$ cat src/hw/rtl/fawc_pkg.sv
// Package with the types and constants of the word cache.
`default_nettype none

package fawc_pkg;

  localparam int NUM_ENTRIES = 256;
  localparam int RED_WIDTH   = 32;
  localparam int NUM_GROUPS  = (NUM_ENTRIES + RED_WIDTH - 1) / RED_WIDTH;
  localparam int TAG_W       = 30;
  localparam int WORD_W      = 32;
  localparam int ADDR_W      = 32;

  typedef enum logic [2:0] {
    S_IDLE,
    S_CMP,
    S_RED1,
    S_RED2,
    S_UPD
  } state_t;

  typedef struct packed {
    logic              valid;
    logic [TAG_W-1:0]  tag;
    logic [WORD_W-1:0] word;
  } line_t;

  typedef struct packed {
    logic              shift;
    logic              update;
    logic [TAG_W-1:0]  tag;
    logic [WORD_W-1:0] word;
  } cell_ctrl_t;

endpackage

`default_nettype wire

$ cat src/hw/rtl/fawc_cell.sv
// One cache line cell of the shifting line chain, with its tag compare.
`default_nettype none

module fawc_cell (
  input  logic                clk,
  input  logic                rst,
  input  fawc_pkg::cell_ctrl_t ctrl,
  input  fawc_pkg::line_t     prev,
  output fawc_pkg::line_t     line,
  output logic                match,
  output logic [31:0]         mword
);
  import fawc_pkg::*;

  logic eq;

  assign eq = line.valid && (line.tag == ctrl.tag);

  always_ff @(posedge clk) begin
    if (rst) begin
      line.valid <= 1'b0;
    end else if (ctrl.shift) begin
      line.valid <= prev.valid;
    end
    if (ctrl.shift) begin
      line.tag  <= prev.tag;
      line.word <= prev.word;
    end else if (ctrl.update && match) begin
      line.word <= ctrl.word;
    end
  end

  always_ff @(posedge clk) begin
    match <= eq;
    mword <= eq ? line.word : '0;
  end

endmodule

`default_nettype wire

$ cat config.mk
export PLATFORM = sky130hd
export DESIGN_NAME = fawc_cell
export DESIGN_NICKNAME = d
export VERILOG_FILES = /design/src/hw/rtl/fawc_pkg.sv /design/src/hw/rtl/fawc_cell.sv
export SDC_FILE = /design/constraint.sdc
export NUM_CORES = 1
export LEC_CHECK = 0
export ABC_AREA = 1
export BUFFER_PORTS_ARGS = -buffer_cell sky130_fd_sc_hd__buf_4
export CAP_MARGIN = 10
export CORE_ASPECT_RATIO = 1.5
export CORE_UTILIZATION = 47
export CTS_CLUSTER_SIZE = 8
export DETAILED_ROUTE_END_ITERATION = 7
export PLACE_DENSITY = 0.82
export SETUP_SLACK_MARGIN = 0.4
export SYNTH_ARGS = -nofsm -noshare
export SYNTH_HDL_FRONTEND = slang
export SYNTH_SLANG_ARGS = --single-unit
$ cat constraint.sdc
create_clock -name clk -period 6.3 [get_ports clk]
set_input_delay 0.945 -clock clk [delete_from_list [all_inputs] [get_ports clk]]
set_output_delay 0.945 -clock clk [all_outputs]
set_load 0.03 [all_outputs]
==> Word-level counts from Yosys, hierarchy flattened <==
Index checks and enable logic that the tools add are counted.
{ "totals": {"latch_bits": 0, "out_inout_bits": 96, "romBits": 0, "n_memories": 0, "ramBits": 0, "reg_bits": 96} }
{ "op_classes": {"bitwise": 0, "n_mul": 0, "n_addsub": 0, "mux": 2, "order_cmp": 0, "n_eq_ne": 1, "div_mod_pow": 0, "shifts": 0, "reduce_logical": 3} }
{ "op_table": {"columns": ["op", "n"], "rows": [
  ["32-bit two-way mux", 2],
  ["30-bit == test", 1],
  ["1-bit logical AND", 2],
  ["2-bit nonzero test", 1]
]} }

==> Longest topological paths before layout <==
{ "depth": {"ltp_word": 3, "mapped_depth": 11, "mapped_depth_nobuf": 10} }

==> Worst setup path after synthesis <==
No wires, ideal clock.
{ "synth_timing": {"kind": "input port to flip-flop", "startpoint": "input ctrl[63] (netlist name)", "endpoint": "register line[0] (netlist name), enable pin", "required_ns": 5.911, "arrival_ns": 2.256, "setup_slack_ns": 3.654, "path_stages": 4, "cell_sequence": "clkbuf_1 > clkinv_1 > clkbuf_1 > nand2_1"} }
{ "synth_via": {"elab_chain_cells": 1} }
{ "synth_lines": {"columns": ["element", "line", "rtl"], "rows": [
  ["from (decl)", "fawc_cell.sv:7", "input fawc_pkg::cell_ctrl_t ctrl,"],
  ["2-bit nonzero test (no source line)", null, null],
  ["to (decl)", "fawc_cell.sv:9", "output fawc_pkg::line_t line,"]
]} }
Every way passes these cells.
A chain may end at the register's enable or synchronous reset.

==> Worst setup path in the final report <==
{ "layout_timing": {"startpoint": "input ctrl[63] (netlist name)", "endpoint": "register line[8] (netlist name), enable pin"} }
The elaborated chain is that of the path after synthesis.

==> key figures <==
Timing
  • Setup Viol. Count Final: 0
  • Worst Tran Pin Value: 1010 ps
  • Tcrit/Tclk final: 0.459
  • Final number of hold-violating endpoints: 0
  • Setup_tns: 0 ps
  • Relative slew slack: 0.327
  • Fmax: 345 MHz
  • Max-slew violations: 0
  • Crit path time final: 2890 ps
  • Max Clock Skew: 8.96 ps
  • RSZ-0062 raised after global routing: no

Synth
  • Sequential cell area fraction in the yosys report: 0.641
  • Post-Syn Area: 0.00397 sq mm
  • Cells after Synth: 435
  • Library cells used by synthesis: 16
  • Syn Nets: 564
  • Register bit total from synthesis: 96
  • Syn Area/Cell: 9.12 sq um
  • Yosys warning count: 0

Routing
  • Iter 0 DRT Violations: 160
  • Vias per cell: 4.50
  • Residual DRC: 0
  • Drt total wl: 10800 um
  • Pre-antenna DRT Iters: 4
  • WL/cell: 14.0 um
  • Via count: 3476
  • Post-route antenna net violation count: 0

Clock tree
  • Clock Sinks: 96
  • CTS Hold Bufs: 0
  • CTS max path bufs: 2
  • Clk slew on worst S/H paths: 70 ps
  • Clk_lat worst skew: 340 ps
  • CTS tree: done
  • TritonCTS buffer count: 9
  • PostCTS Resize Cnt: 0
  • Setup repair bufs after CTS: 0
  • Max H-tree Level: 3
  • Root Buffer: clkbuf_16

Power
  • Net Switching: 0.404 mW
  • Power Internal: 1.20 mW
  • Comb power frac: 0.169
  • Switching portion of total power: 0.251
  • Clk pwr share: 0.373
  • Sequential share of power: 0.458
  • Pwr Density: 265 mW/mm^2
  • P_leak: 3.24 nW
  • Maximum vdd drop: 0.192 mV

Finish
  • Fin area: 0.00607 sq mm
  • Multi-input logic area: 0.00101 sq mm
  • Filler cells: 566
  • Diodes inserted: 0
  • Final-stage net count: 791
  • FF/Latch Area: 0.00254 sq mm
  • P&R area growth vs syn: 53.1%
  • Share of post-route cells with drive strength above 1: 0.408

Critical path
  • Worst r2r src: line[34]$_DFFE_PP_
  • Worst Setup End Kind: flop
  • Startpoint types: input port
  • Setup crit start: ctrl[63]
  • Crit path kind: in2reg
  • Critical Path AT: 2880 ps
  • CP Max Fanout: 63
  • Worst EP required: 6290 ps

Floorplan
  • Die footprint: 0.00882 sq mm
  • Starting Density: 0.489
  • Die height: 114 um
  • Die Wd: 77.0 um
  • CORE AREA: 0.00811 sq mm
  • IO Count: 225
  • Num rows: 40

Placed design
  • Final estimated routing congestion in global placement: 0.833
  • Placed Instance Area: 0.00573 sq mm
  • IO Port Bufs: 224
  • DP HPWL: 8550 um

GRT
  • Number of global-route vias before repair: 3599
  • Initial antenna violation count: 0
  • First-pass GRT wire length: 16800 um
  • Largest net degree at the start of global routing: 64
  • Grt total ovfl: 0
  • GR Util All Layers: 0.257

Job
  • Max_cap viols: 0

Outcome
  • Run status: finished, final reports clean

Min path
  • Hold path startpoint: line[11]$_DFFE_PP_
  • Worst hold path class: reg2reg
## cell type report
type | count | share of cell area
sequential | 96 | 0.419
timing repair buffer | 226 | 0.279
multi-input combinational | 235 | 0.166
inverter | 94 | 0.0581
clock buffer | 10 | 0.0412
tap | 105 | 0.0216
clock inverter | 6 | 0.0146
## synth_stat cells
cell      count  area (sq um)
nand4_1       1          6.26
nor2_2       27           169
clkbuf_1      7          26.3
nor2_4        2          22.5
xor2_1        1          8.76
buf_6         3          33.8
a211oi_1      1          7.51
inv_1        93           349
nand3_1       1          5.00
nor2_1       16          60.1
clkinv_1      1          3.75
nand2_1     179           672
xnor2_1       6          52.6
edfxtp_1     62          1860
dfxtp_1      34           681
nand2_2       1          6.26
## metrics by stage
stage / setup WS (ps) / std cells / util / hold slack (ps) / power (mW)
floorplan: 3650 / 435 / - / 598 / 0.879
global placement: 3130 / 756 / 0.707 / 483 / 1.01
detailed placement: 3060 / 756 / 0.707 / 492 / 1.02
CTS: 3400 / 772 / 0.749 / 509 / 1.62
global route: 3210 / 772 / 0.749 / 536 / 1.67
finish: 3410 / 772 / 0.749 / 506 / 1.61
## flip-flops by register name, summed over array words and instances (netlist names)
signal	flops
mword	32
line	63
match	1
## metal layers
metal	wire [um]	share of wire	GRT usage	vias to the layer above
met4	444	0.041	0.155	0
met3	946	0.087	0.0757	32
met2	6070	0.56	0.499	174
li1	-	-	-	1734
met1	3370	0.31	0.229	1536
met5	0	0	0	-
## path summary, 6_finish.rpt
path	endpoint	slack, ps	depth (start not counted)
worst min-delay path	mword[11]$_SDFF_PN0_	510	2
worst min register to register	mword[11]$_SDFF_PN0_	510	2
worst max-delay path	line[8]$_DFFE_PP_	3410	5
worst max register to register	mword[15]$_SDFF_PN0_	4360	9
## logic make-up (layout without fill, tap and decap cells)
| logic type | count (synthesis) | after routing | synth area share |
|---|---|---|---|
| AND/OR/NAND/NOR | 227 | 227 | 0.237 |
| buffers and inverters | 104 | 336 | 0.104 |
| flip-flops | 96 | 96 | 0.641 |
| AO/OA/AOI/OAI | 1 | 1 | 0.00189 |
| XOR/XNOR | 7 | 7 | 0.0155 |
## power groups by stage
stage | clock, mW | sequential (mW) | combinational (mW)
2_1_floorplan | 0 | 0.816 | 0.0627
3_3_place_gp | 0 | 0.747 | 0.264
3_5_place_dp | 0 | 0.749 | 0.272
4_1_cts | 0.611 | 0.736 | 0.273
5_1_grt | 0.636 | 0.740 | 0.292
6_report | 0.600 | 0.736 | 0.271
## cell usage in the layout, fill, tap and decap left out, drive strengths merged
cell type and instances:
nand2 180, nand4 1, xor2 1, xnor2 6
nor2 45, dfxtp 34, nand3 1, bufinv 2
edfxtp 62, buf 226, a211oi 1, inv 94
clkinv 2, clkbuf 10, clkinvlp 2
## worst max-delay path, stage by stage
cell	delay, ps
buf_4	550
clkinv_1	520
buf_4	360
nand2_1	90
buf_4	370
No activity file was read; power rests on OpenSTA's default activity.
