===== src/hw/rtl/fawc_pkg.sv =====
// Package with the types and constants of the word cache.
`default_nettype none

package fawc_pkg;

  localparam int NUM_ENTRIES = 256;
  localparam int RED_WIDTH   = 32;
  localparam int NUM_GROUPS  = (NUM_ENTRIES + RED_WIDTH - 1) / RED_WIDTH;
  localparam int TAG_W       = 30;
  localparam int WORD_W      = 32;
  localparam int ADDR_W      = 32;

  typedef enum logic [2:0] {
    S_IDLE,
    S_CMP,
    S_RED1,
    S_RED2,
    S_UPD
  } state_t;

  typedef struct packed {
    logic              valid;
    logic [TAG_W-1:0]  tag;
    logic [WORD_W-1:0] word;
  } line_t;

  typedef struct packed {
    logic              shift;
    logic              update;
    logic [TAG_W-1:0]  tag;
    logic [WORD_W-1:0] word;
  } cell_ctrl_t;

endpackage

`default_nettype wire


===== src/hw/rtl/fawc_reduce.sv =====
// Registered OR reduction of match flags and masked words over one group.
`default_nettype none

module fawc_reduce (
  input  logic                            clk,
  input  logic [fawc_pkg::RED_WIDTH-1:0]  hit_in,
  input  logic [31:0]                     word_in [fawc_pkg::RED_WIDTH],
  output logic                            any_q,
  output logic [31:0]                     word_q
);
  import fawc_pkg::*;

  logic [31:0] word_or;

  always_comb begin
    word_or = '0;
    for (int i = 0; i < RED_WIDTH; i++) begin
      word_or = word_or | word_in[i];
    end
  end

  always_ff @(posedge clk) begin
    any_q  <= |hit_in;
    word_q <= word_or;
  end

endmodule

`default_nettype wire


===== config.mk =====
export PLATFORM = sky130hd
export DESIGN_NAME = fawc_reduce
export DESIGN_NICKNAME = d
export VERILOG_FILES = /design/src/hw/rtl/fawc_pkg.sv /design/src/hw/rtl/fawc_reduce.sv
export SDC_FILE = /design/constraint.sdc
export NUM_CORES = 1
export LEC_CHECK = 0
export BUFFER_PORTS_ARGS = -buffer_cell sky130_fd_sc_hd__buf_4
export CAP_MARGIN = 20
export CELL_PAD_IN_SITES_DETAIL_PLACEMENT = 0
export CELL_PAD_IN_SITES_GLOBAL_PLACEMENT = 1
export CORE_AREA = 2 2 421 423
export DETAILED_ROUTE_END_ITERATION = 6
export DIE_AREA = 0 0 423 425
export PLACE_DENSITY_LB_ADDON = 0.15
export SLEW_MARGIN = 10
export SYNTH_ARGS = -nofsm -noshare
export SYNTH_HDL_FRONTEND = slang
export SYNTH_SLANG_ARGS = --single-unit
export TNS_END_PERCENT = 100

===== constraint.sdc =====
create_clock -name clk -period 2 [get_ports clk]
set_input_delay 0.2 -clock clk [delete_from_list [all_inputs] [get_ports clk]]
set_output_delay 0.2 -clock clk [all_outputs]
set_load 0.1 [all_outputs]

-- Word-level counts from Yosys, hierarchy flattened
Index checks and enable logic that the tools add are counted.
- add/sub/neg operators: 0
- $mul: 0
- divide/modulo/power cells: 0
- $lt $le $gt $ge: 0
- equality and inequality tests: 0
- shifts and indexed selects: 0
- mux-type cells: 0
- bitwise operators: 31
- reductions and logical operators: 1
- operators with widths (kind ; number):
    OR 32 bit ; 31
    OR reduction 32 bit ; 1
- bits in registers: 33
- latch bits: 0
- memory bits (writable): 0
- memory bits (read-only): 0
- input bits: 1057
- output and inout bits: 33
- logic and storage cells: 34
- memories kept: 0

-- Logic depth before layout (Yosys ltp)
Gate-level depths: netlist (run 1).
- depth in word-level cells: 31
- mapped depth: 3
- gate-level depth less buffers: 3

-- Worst setup path after synthesis (run 1)
OpenSTA, ideal clock, no wires.
- path type: reg2out
- from: reg any_q
- to: out any_q
- arrival time: 0.909 ns
- required time: 1.800 ns
- setup slack: 0.891 ns
- stages on the path, launching flop included: 1
- cell sequence: dfxtp_1
- RTL lines (element ; RTL line ; text):
    start: declaration ; fawc_reduce.sv:8 ; output logic any_q,
    start signal: assignment ; fawc_reduce.sv:23 ; any_q <= |hit_in;
No word-level cell between the ends.

-- Final worst setup path (run 1)
- from: reg word_q[31]
- to: out word_q[31]
- RTL lines (element ; RTL line ; text):
    start: declaration ; fawc_reduce.sv:9 ; output logic [31:0] word_q
    start signal: assignment ; fawc_reduce.sv:24 ; word_q <= word_or;
No word-level cell between the ends.

==> results of run 1 <==
[sequential cells by signal, indices dropped and copies added, names as in the netlist]
register and flops:
any_q 1, word_q 32
[final cells by class]
class | count | share of cell area, %
Clock buffer | 7 | 0.978
Multi-Input combinational cell | 363 | 17.0
Timing Repair Buffer | 1113 | 57.3
Tap cell | 2340 | 20.1
Sequential cell | 33 | 4.53
Antenna cell | 7 | 0.120
[report_power, final]
part	switching [mW]	internal [mW]	total [mW]	leakage (nW)
clock	0.612	0.501	1.11	0.0700
sequential	0.000000000477	0.657	0.657	0.267
combinational	0.645	1.38	2.03	5.49
[cell usage after synthesis]
cell     instances
nor4_2          33
dfxtp_1         33
nor4_1         231
nand4_1         66
or2_1           33
[how the worst min path moves through the flow]
stage	start	end	slack, ns	cells past startpoint
finish	word_in[273]	word_q[17]	0.13	4
global route	word_in[273]	word_q[17]	0.09	4
CTS	word_in[273]	word_q[17]	0.07	4
detailed placement	word_in[273]	word_q[17]	0.49	4
global placement	word_in[798]	word_q[30]	0.49	4
floorplan	hit_in[22]	any_q	0.37	3
[cells by family (layout without fill, tap and decap cells)]
logic type             after synthesis  count (layout)  share of synthesized area, %
buffers and inverters                0            1120                             0
DFF                                 33              33                          21.1
other                                0               7                             0
and+or+nand+nor                    363             363                          78.9
[per-layer routing]
metal | track usage, % | up-vias | wire length [um]
li1 | - | 4095 | -
met3 | 2.65 | 117 | 6300
met1 | 11.6 | 4243 | 37000
met5 | 0 | - | 166
met4 | 1.45 | 26 | 1400
met2 | 20.3 | 554 | 54600
[stage by stage]
step | setup TNS, ns | power (mW) | worst slack (ns)
final | 0 | 3.79 | 0.249
after global placement | -0.0796 | 2.73 | -0.0796
after floorplan | 0 | 0.777 | 0.891
after CTS | 0 | 4.06 | 0.278
after detailed placement | -0.117 | 2.73 | -0.117
after global routing | 0 | 4.09 | 0.289
==> impl_metrics.json, run 1 <==
{
  "synthesis.area_mm2": 0.00314,
  "crit_required_ns": 1.80,
  "final_common_cell": "buf_4",
  "drv_cap": 0,
  "vdd_drop_max_mv": 0.311,
  "placed_cells": 3849,
  "cp_cell_sequence": "buf_4",
  "cp_top_family": "flip-flops",
  "multiInputGateArea_mm2": 0.00248,
  "rsz0062_at_grt": "no",
  "finalNetCount": 2573,
  "synthDistinctLibCells": 5,
  "cpMaxStageDelayCell": "dfxtp_1",
  "hold_buffers": 0,
  "setup-violations-final": 0,
  "cp_max_fo": 1,
  "slew_viol_final": 0,
  "worst-slew-pin-transition_ns": 1.07,
  "seq_area_frac_synth_pct": 21.1,
  "vias": 9035,
  "fin_crit_sh_pct": 87.5,
  "first_global_vias": 9934,
  "io_pins": 1090,
  "finalCoreUtilization_pct": 8.32,
  "cp_data_arrival_time_ns": 1.55,
  "critPathBufInv": 1,
  "fmax_ghz": 0.571,
  "grt_pass1_wl_mm": 118,
  "synth_top_area_cell": "nor4_1",
  "worstSetupPathDepth": 1,
  "row_count": 154,
  "cts_tree": "done",
  "yosys.area.top_type_share_pct": 46.1,
  "register_area_um2": 661,
  "worstSetupEndpointType": "output pin",
  "final.fill_count": 20700,
  "portBuffers": 1089,
  "p_leak_nw": 5.83,
  "clockRootBuffer": "clkbuf_16",
  "drt-total-wl_mm": 99.4,
  "synthTopCellsByArea": "nor4_1 46%, dfxtp_1 21%, nand4_1 13%",
  "instances_no_fill": 3863,
  "postSynthAreaPerCell_um2": 7.92,
  "cpPeakStageDelay_ns": 0.76,
  "drc": 0,
  "die_w_um": 423,
  "synth_nets": 1453,
  "grt_max_degree": 10,
  "cts_resized": 0,
  "max_slew_margin_pct": 28.0,
  "syn2layout_area_growth_pct": 365,
  "die_h_um": 425,
  "path_clk_slew_ns": 0.10,
  "overflow": 0,
  "cts_max_path_buffers": 2,
  "via_per_inst": 2.34,
  "ys_warn_count": 0,
  "gp_congestion": 0.937,
  "initial_core_util_pct": 1.79,
  "antenna_found_initial": 72,
  "dieArea_mm2": 0.180,
  "dp_hpwl_mm": 95.8,
  "core_area_mm2": 0.175,
  "timing.hold.ws_ns": 0.126,
  "worstSetupStartpoint": "word_q[31]",
  "fin_crit_ns": 1.75,
  "dpl-instance-area_mm2": 0.0144,
  "crit_type": "reg2out",
  "start_kind": "register",
  "run_status": "finished, final reports clean",
  "netlist_instances": 396,
  "hold_violations": 0,
  "design_area_mm2": 0.0146,
  "drive_above_1_share_pct": 76.1,
  "cts.sinks": 33,
  "mostFrequentLayoutCells": "1,113 x buf_4, 230 x nor4_1, 66 x nand4_1",
  "cts-htree-levels": 2,
  "final_antenna_net_count": 0,
  "hp-class": "in2reg",
  "dr.pass1.iters": 4,
  "postCtsSetupBuffers": 0,
  "gr-usage-all-layers_pct": 10.5,
  "crit_path_end": "word_q[31]",
  "cts_buffers": 5,
  "wl_per_cell_um": 25.7,
  "p_per_area_mw_per_mm2": 260,
  "drt_iter0_markers": 330,
  "ys_seq_elements": 33
}
(Power assumes the default switching activity.)
==> inputs of run 2 (changes only) <==
==> constraint.sdc (replaced) <==
create_clock -name clk -period 2 [get_ports clk]
set_input_delay 0.3 -clock clk [delete_from_list [all_inputs] [get_ports clk]]
set_output_delay 0.3 -clock clk [all_outputs]
set_load 0.1 [all_outputs]
==> impl_metrics.json, run 2 (synthesized netlist as in run 1, its figures left out) <==
{
  "run_status": "finished, final reports clean",
  "p_total_mw": 3.73,
  "design_area_mm2": 0.0146,
  "largest-register": "word_q",
  "core_area_mm2": 0.175,
  "hold_violations": 0,
  "cp_data_arrival_time_ns": 1.62,
  "cpMaxStageDelayCell": "dfxtp_1",
  "setup-violations-final": 0,
  "cpPeakStageDelay_ns": 0.82,
  "clkPwrFrac_pct": 28.2,
  "placed_cells": 3854,
  "vdd_drop_max_mv": 0.285,
  "mostFrequentLayoutCells": "1,118 x buf_4, 230 x nor4_1, 66 x nand4_1",
  "dieArea_mm2": 0.180,
  "row_count": 154,
  "cp_top_family": "flip-flops",
  "drt_iter0_markers": 290,
  "fin_crit_sh_pct": 95.9,
  "io_pins": 1090,
  "die_w_um": 423,
  "cts.sinks": 33,
  "drive_above_1_share_pct": 76.0,
  "dpl-instance-area_mm2": 0.0145,
  "crit_path_end": "word_q[31]",
  "dr.pass1.iters": 4,
  "worstSetupEndpointType": "output pin",
  "instances_no_fill": 3881,
  "cts_resized": 0,
  "sw_frac_of_total_pct": 32.7,
  "rsz0062_at_grt": "no",
  "final_antenna_net_count": 0,
  "path_clk_slew_ns": 0.09,
  "initial_core_util_pct": 1.79,
  "worst-slew-pin-transition_ns": 0.992,
  "drv_cap": 0,
  "finalCoreUtilization_pct": 8.35,
  "slew_viol_final": 0,
  "pwr-share-seq_pct": 17.6,
  "cts_buffers": 5,
  "cp_max_fo": 1,
  "power.switching_mw": 1.22,
  "fin_crit_ns": 1.92,
  "gr-usage-all-layers_pct": 10.2,
  "cp_cell_sequence": "buf_4",
  "grt_max_degree": 10,
  "drc": 0,
  "wl_per_cell_um": 24.9,
  "p_comb_share_pct": 54.2,
  "first_global_vias": 9905,
  "cts-htree-levels": 2,
  "worstSetupStartpoint": "word_q[31]",
  "finalNetCount": 2578,
  "top_regs": "word_q x32, any_q x1",
  "cts_max_path_buffers": 2,
  "max_slew_margin_pct": 33.2,
  "hp-class": "in2reg",
  "largest_reg_flops": 32,
  "tns_ns": 0,
  "worstSetupPathDepth": 1,
  "grt_pass1_wl_mm": 115,
  "gp_congestion": 0.968,
  "syn2layout_area_growth_pct": 367,
  "die_h_um": 425,
  "portBuffers": 1089,
  "p_per_area_mw_per_mm2": 255,
  "crit_required_ns": 1.70,
  "start_kind": "register",
  "fmax_ghz": 0.522,
  "antenna_found_initial": 67,
  "dp_hpwl_mm": 93.3,
  "internal_power_mw": 2.51,
  "postCtsSetupBuffers": 0,
  "final.fill_count": 20700,
  "vias": 8878,
  "hold_buffers": 0,
  "register_area_um2": 661,
  "cts_tree": "done",
  "drt-total-wl_mm": 96.5,
  "overflow": 0,
  "crit_type": "reg2out",
  "multiInputGateArea_mm2": 0.00248,
  "via_per_inst": 2.29,
  "clockRootBuffer": "clkbuf_16",
  "p_leak_nw": 5.85,
  "critPathBufInv": 1,
  "final_common_cell": "buf_4"
}
-- run 2: power groups by stage --
stage               Combinational (mW)  Clock, mW  Sequential, mW
floorplan                        0.105          0           0.672
finish                            2.02       1.05           0.656
detailed placement                2.05          0           0.672
CTS                               2.06       1.25           0.657
global route                      2.16       1.22           0.657
global placement                  2.05          0           0.672
-- run 2: how the worst min path moves through the flow --
stage / slack (ns) / to / start / depth (start not counted)
2_1_floorplan: 0.47 / any_q / hit_in[22] / 3
3_3_place_gp: 0.59 / any_q / hit_in[23] / 4
3_5_place_dp: 0.59 / word_q[22] / word_in[278] / 4
4_1_cts: 0.18 / word_q[21] / word_in[853] / 4
5_1_grt: 0.21 / word_q[22] / word_in[278] / 4
6_report: 0.23 / word_q[22] / word_in[278] / 4
-- run 2: area by class of cell --
cell class,count,share of cell area [%]
Antenna cell,19,0.325
Clock buffer,8,0.931
Multi-Input combinational cell,363,17.0
Sequential cell,33,4.51
Tap cell,2340,20.0
Timing Repair Buffer,1118,57.3
-- run 2: per-stage QoR --
step	hold WS (ns)	setup WS, ns
2_1_floorplan	0.473	0.791
3_3_place_gp	0.590	-0.0795
3_5_place_dp	0.588	-0.106
4_1_cts	0.180	0.170
5_1_grt	0.212	0.176
6_report	0.235	0.0825
-- run 2: routing by layer --
layer | vias up | track usage (%) | wire, um
met2 | 516 | 19.5 | 52500
met1 | 4103 | 11.2 | 35000
met3 | 100 | 3.12 | 7730
met4 | 32 | 1.45 | 1100
met5 | - | 0 | 191
li1 | 4127 | - | -
-- run 2: tightest hold or removal path, cell delays in order --
cell,delay [ns]
buf_4,0.08
nor4_2,0.03
nand4_1,0.05
or2_1,0.09
